--- src/sv/vtp_pkg.sv ---
// shared types, constants and helpers for the vertex transform block
package vtp_pkg;

  // widest rounded dot product over the supported fraction range
  localparam int DOT_W  = 59;
  // quotient bits kept by the divider: integer part, fraction and one rounding bit
  localparam int QUO_W  = 33;
  localparam int QDEPTH = 4;
  localparam int QPTR_W = 2;
  localparam int THR_W  = 17;

  localparam logic [31:0] SAT_MAX = 32'h7fff_ffff;
  localparam logic [31:0] SAT_MIN = 32'h8000_0000;

  typedef enum logic {
    CMD_LOAD  = 1'b0,
    CMD_POINT = 1'b1
  } cmd_t;

  typedef enum logic {
    CFG_DIVIDE_ENABLE       = 1'b0,
    CFG_NEAR_ZERO_THRESHOLD = 1'b1
  } cfg_reg_t;

  typedef struct packed {
    logic               cmd;
    logic [3:0]         coef_index;
    logic signed [31:0] coef_value;
    logic signed [31:0] in_x;
    logic signed [31:0] in_y;
    logic signed [31:0] in_z;
    logic signed [31:0] in_w;
  } in_item_t;

  typedef struct packed {
    logic signed [31:0] out_x;
    logic signed [31:0] out_y;
    logic signed [31:0] out_z;
    logic               w_near_zero;
  } out_item_t;

  // one classified point waiting for the divider
  typedef struct packed {
    logic                        do_div;
    logic                        near;
    logic [2:0]                  neg;
    logic [2:0][31:0]            plain;
    logic [2:0][DOT_W-1:0]       num;
    logic [DOT_W-1:0]            den;
  } qent_t;

  function automatic logic [31:0] sat_dot(input logic [DOT_W-1:0] v);
    logic fits;
    fits = (v[DOT_W-1:31] == '0) || (v[DOT_W-1:31] == '1);
    if (fits) return v[31:0];
    else if (v[DOT_W-1]) return SAT_MIN;
    else return SAT_MAX;
  endfunction

endpackage

--- src/sv/vtp_fifo.sv ---
// small queue between classification and the divider
module vtp_fifo
  import vtp_pkg::*;
(
  input  logic  clk,
  input  logic  rst,
  input  logic  push,
  input  qent_t wr_data,
  output logic  full,
  input  logic  pop,
  output logic  empty,
  output qent_t rd_data
);

  qent_t             mem [QDEPTH];
  logic [QPTR_W-1:0] wr_ptr, rd_ptr;
  logic [QPTR_W:0]   count;

  assign full    = count == (QPTR_W+1)'(QDEPTH);
  assign empty   = count == '0;
  assign rd_data = mem[rd_ptr];

  always_ff @(posedge clk) begin
    if (push) mem[wr_ptr] <= wr_data;
  end

  always_ff @(posedge clk) begin
    if (rst) begin
      wr_ptr <= '0;
      rd_ptr <= '0;
      count  <= '0;
    end else begin
      if (push) wr_ptr <= wr_ptr + 1'b1;
      if (pop)  rd_ptr <= rd_ptr + 1'b1;
      count <= count + (QPTR_W+1)'(push) - (QPTR_W+1)'(pop);
    end
  end

  a_no_overflow: assert property (@(posedge clk) disable iff (rst) push |-> !full)
    else $error("queue written while full");
  a_no_underflow: assert property (@(posedge clk) disable iff (rst) pop |-> !empty)
    else $error("queue read while empty");
  a_count_tracks: assert property (@(posedge clk) disable iff (rst)
    (push && !pop && !full) |=> !empty)
    else $error("queue lost an entry");

endmodule

--- config.mk ---
export PLATFORM = sky130hd
export DESIGN_NAME = vtp_fifo
export DESIGN_NICKNAME = d
export VERILOG_FILES = /design/src/sv/vtp_pkg.sv /design/src/sv/vtp_fifo.sv
export SDC_FILE = /design/constraint.sdc
export NUM_CORES = 1
export LEC_CHECK = 0
export CAP_MARGIN = 20
export CORE_ASPECT_RATIO = 0.6
export CORE_MARGIN = 2
export CORE_UTILIZATION = 40
export DETAILED_ROUTE_END_ITERATION = 12
export DONT_BUFFER_PORTS = 1
export HOLD_SLACK_MARGIN = 0.12
export PLACE_DENSITY = 0.57
export SKIP_LAST_GASP = 1
export SLEW_MARGIN = 20
export SYNTH_ARGS = -nofsm -noshare
export SYNTH_HDL_FRONTEND = slang
export SYNTH_SLANG_ARGS = --single-unit
--- constraint.sdc ---
create_clock -name clk -period 12.9 [get_ports clk]
set_input_delay 2.58 -clock clk [delete_from_list [all_inputs] [get_ports clk]]
set_output_delay 2.58 -clock clk [all_outputs]
set_load 0.05 [all_outputs]
==> impl_metrics.env <==
export IMPL_ys_async_sr_fraction_pct=0
export IMPL_top_layer_used="met5"
export IMPL_p_leak_uw=0.0166
export IMPL_clock_fmax_mhz=152
export IMPL_clock_skew_ns=0.0203
export IMPL_synth_area_leaders="edfxtp_1 82%, mux4_2 15%, buf_12 1.5%, dfxtp_1 0.36%, buf_2 0.34%"
export IMPL_die_height_um=276
export IMPL_synth_edf_count=1348
export IMPL_critPathMaxStageDelay_ns=0.78
export IMPL_end_kind="output pin"
export IMPL_vias=19600
export IMPL_worstSetupPathType="reg2out"
export IMPL_synth_main_ff_cell="edfxtp_1"
export IMPL_cp_cell_sequence="buf_12 > buf_16 > buf_4 > mux4_2"
export IMPL_yosysWarnings=0
export IMPL_whs_path_depth=2
export IMPL_synthesis_area_um2=49400
export IMPL_area_delta_synth_final_pct=11.2
export IMPL_p_int_uw=7440
export IMPL_clk_pin_slew_ns=0.06
export IMPL_status="completed"
export IMPL_power_frac_comb_pct=11.7
export IMPL_grt_pass1_vias=20300
export IMPL_setup_tns_ns=0
export IMPL_yosysMostFrequentCell="edfxtp_1"
export IMPL_dr_pass1_iters=7
export IMPL_drt_first_iter_violations=1922
export IMPL_io_pins=680
export IMPL_switchingPower_uw=2530
export IMPL_die_w_um=458
export IMPL_start_util_pct=40.5
export IMPL_max_cap_violations=0
export IMPL_min_period_over_period_pct=51.0
export IMPL_cts_root_buf="clkbuf_16"
export IMPL_antenna_found_initial=6
export IMPL_grt_pass1_wl_um=150000
export IMPL_routedLengthMet1_um=39200
export IMPL_dpl_hpwl_um=65100
export IMPL_drive_above_1_share_pct=28.1
export IMPL_critical_path_startpoint_type="flip-flop"
export IMPL_r2r_end="mem[0][240]"
export IMPL_synth_top_area_share_pct=81.9
export IMPL_syn_area_per_cell_um2=27.4
export IMPL_netlist_instances=1802
export IMPL_slew_headroom_pct=26.9
export IMPL_htreeDepth=3
export IMPL_critical_path_required_ns=10.32
export IMPL_wl_per_cell_um=28.9
export IMPL_synth_nets=2150
export IMPL_power_density_nw_per_um2=181
export IMPL_final_util_pct=45.1
export IMPL_timing_hold_violations_final=0
export IMPL_rsz0062_at_grt="false"
export IMPL_r2r_cells=6
export IMPL_cts_resized=0
export IMPL_io_buffers=0
export IMPL_cts_inserted_buffers=121
export IMPL_synth_common_cells="1348 x edfxtp_1, 337 x mux4_2, 36 x buf_12"
export IMPL_wl_met2_um=52500
export IMPL_rows=99
export IMPL_grt_overflow=0
export IMPL_wirelength_um=104000
export IMPL_cts_tree="done"
export IMPL_routed_via_density=5.44
export IMPL_crit_fanout=70
export IMPL_hold_start="rd_ptr[0]"
export IMPL_drc=0
export IMPL_wl_met3_um=9620
export IMPL_pwr_share_seq_pct=51.4
export IMPL_hold_buffers=0
export IMPL_rr_startpoint="wr_ptr[0]"
export IMPL_clk_latency_ns=0.71
export IMPL_grt_max_degree=168
export IMPL_ys_ff_latch=1357
export IMPL_p_clk_share_pct=36.8
export IMPL_post_cts_buffers=0
export IMPL_fin_crit_ns=6.58
export IMPL_p_sw_share_pct=25.4
export IMPL_place_congestion=0.908
export IMPL_worstPathArrival_ns=4.00
export IMPL_gr_usage_all_layers_pct=16.3
export IMPL_die_area_um2=127000
export IMPL_crit_slowest_cell="buf_4"
export IMPL_setup_viol=0
export IMPL_cts_max_path_buffers=3
export IMPL_ys_seq_area_share_pct=82.2
export IMPL_ys_types=22
export IMPL_peakVddDrop_uv=149
export IMPL_rrSetupSlack_ns=9.06
export IMPL_core_area_um2=122000
export IMPL_final_max_slew_viol_count=0
export IMPL_tightest_slew_ns=1.10
export IMPL_hp_class="reg2reg"
export IMPL_ant_nets=0
export IMPL_p_total_uw=9980
export IMPL_layout_nets=2227
export IMPL_cts_sinks=1357
export IMPL_yosys_area_top_type="edfxtp_1"
sequential cells by signal (all words and copies together) (netlist names), named ones only:
name and cells:
wr_ptr 2, count 3, rd_ptr 2, mem 1348
critical path: cells and delay by family (launching register included):
kind,cells,cell delay [ns]
multiplexers,1,0.78
buffers and inverters,3,1.67
flip-flops,1,0.71
how the worst max path moves through the flow:
stage                    to  slack (ns)       from
6_report       rd_data[328]        6.32  flip-flop
5_1_grt        rd_data[330]        5.83  flip-flop
3_5_place_dp   rd_data[287]        6.63  flip-flop
2_1_floorplan     mem[0][0]        1.99       push
3_3_place_gp    rd_data[71]        6.69  flip-flop
4_1_cts         rd_data[66]        5.84  flip-flop
power groups by stage:
stage | Clock [uW] | Combinational [uW] | Sequential [uW]
final | 3680 | 1170 | 5130
after CTS | 3780 | 1190 | 5140
after global placement | 0 | 1180 | 5230
after global routing | 3950 | 1210 | 5150
after floorplan | 0 | 1060 | 5270
after detailed placement | 0 | 1190 | 5230
kinds of logic (layout without fill, tap and decap cells):
| kind of cell | Yosys count | after routing | synth area share [%] |
|---|---|---|---|
| compound gates | 2 | 2 | 0.0304 |
| flops | 1357 | 1357 | 82.2 |
| mux | 338 | 338 | 15.4 |
| simple gates | 14 | 14 | 0.152 |
| xor+xnor | 3 | 3 | 0.0835 |
| other cells | 0 | 5 | 0 |
| fa+ha+maj | 7 | 7 | 0.192 |
| buf+inv | 81 | 260 | 1.92 |
through the flow:
step	hold WS [ns]	setup slack, ns	instances	cell area (um2)
6_report	0.535	6.32	3602	55000
5_1_grt	0.559	5.83	3602	55000
4_1_cts	0.539	5.84	3593	54900
3_5_place_dp	0.517	6.63	3368	50800
3_3_place_gp	0.499	6.69	3368	50800
2_1_floorplan	0.492	1.99	1802	49400
area by class of cell:
cell class	instances	area, um2
Antenna cell	5	12.5
Clock buffer	148	3210
Clock inverter	77	863
Fill cell	9826	67000
Inverter	6	22.5
Multi-Input combinational cell	364	7840
Sequential cell	1357	40700
Tap cell	1616	2020
Timing Repair Buffer	29	335
metal layers:
metal | vias up | track usage (%)
met1 | 10700 | 20.0
met4 | 4 | 5.26
met5 | - | 0
li1 | 8022 | -
met3 | 157 | 6.31
met2 | 733 | 26.6
cell usage in the layout, fill, tap and decap left out, types with 3 or more instances in the layout:
cell type	Yosys	layout
edfxtp_1	1348	1348
mux4_2	337	337
clkbuf_16	0	125
clkbuf_1	3	23
clkinv_1	0	20
buf_4	0	20
clkinv_2	0	17
bufinv_16	0	16
clkinvlp_4	0	9
clkinv_4	0	7
dfxtp_1	9	7
inv_1	6	6
ha_1	6	6
diode_2	0	5
nor2_1	5	5
and2_4	0	4
inv_6	0	4
buf_12	36	4
buf_16	0	3
Note: power is estimated with default switching activity, not from simulation.
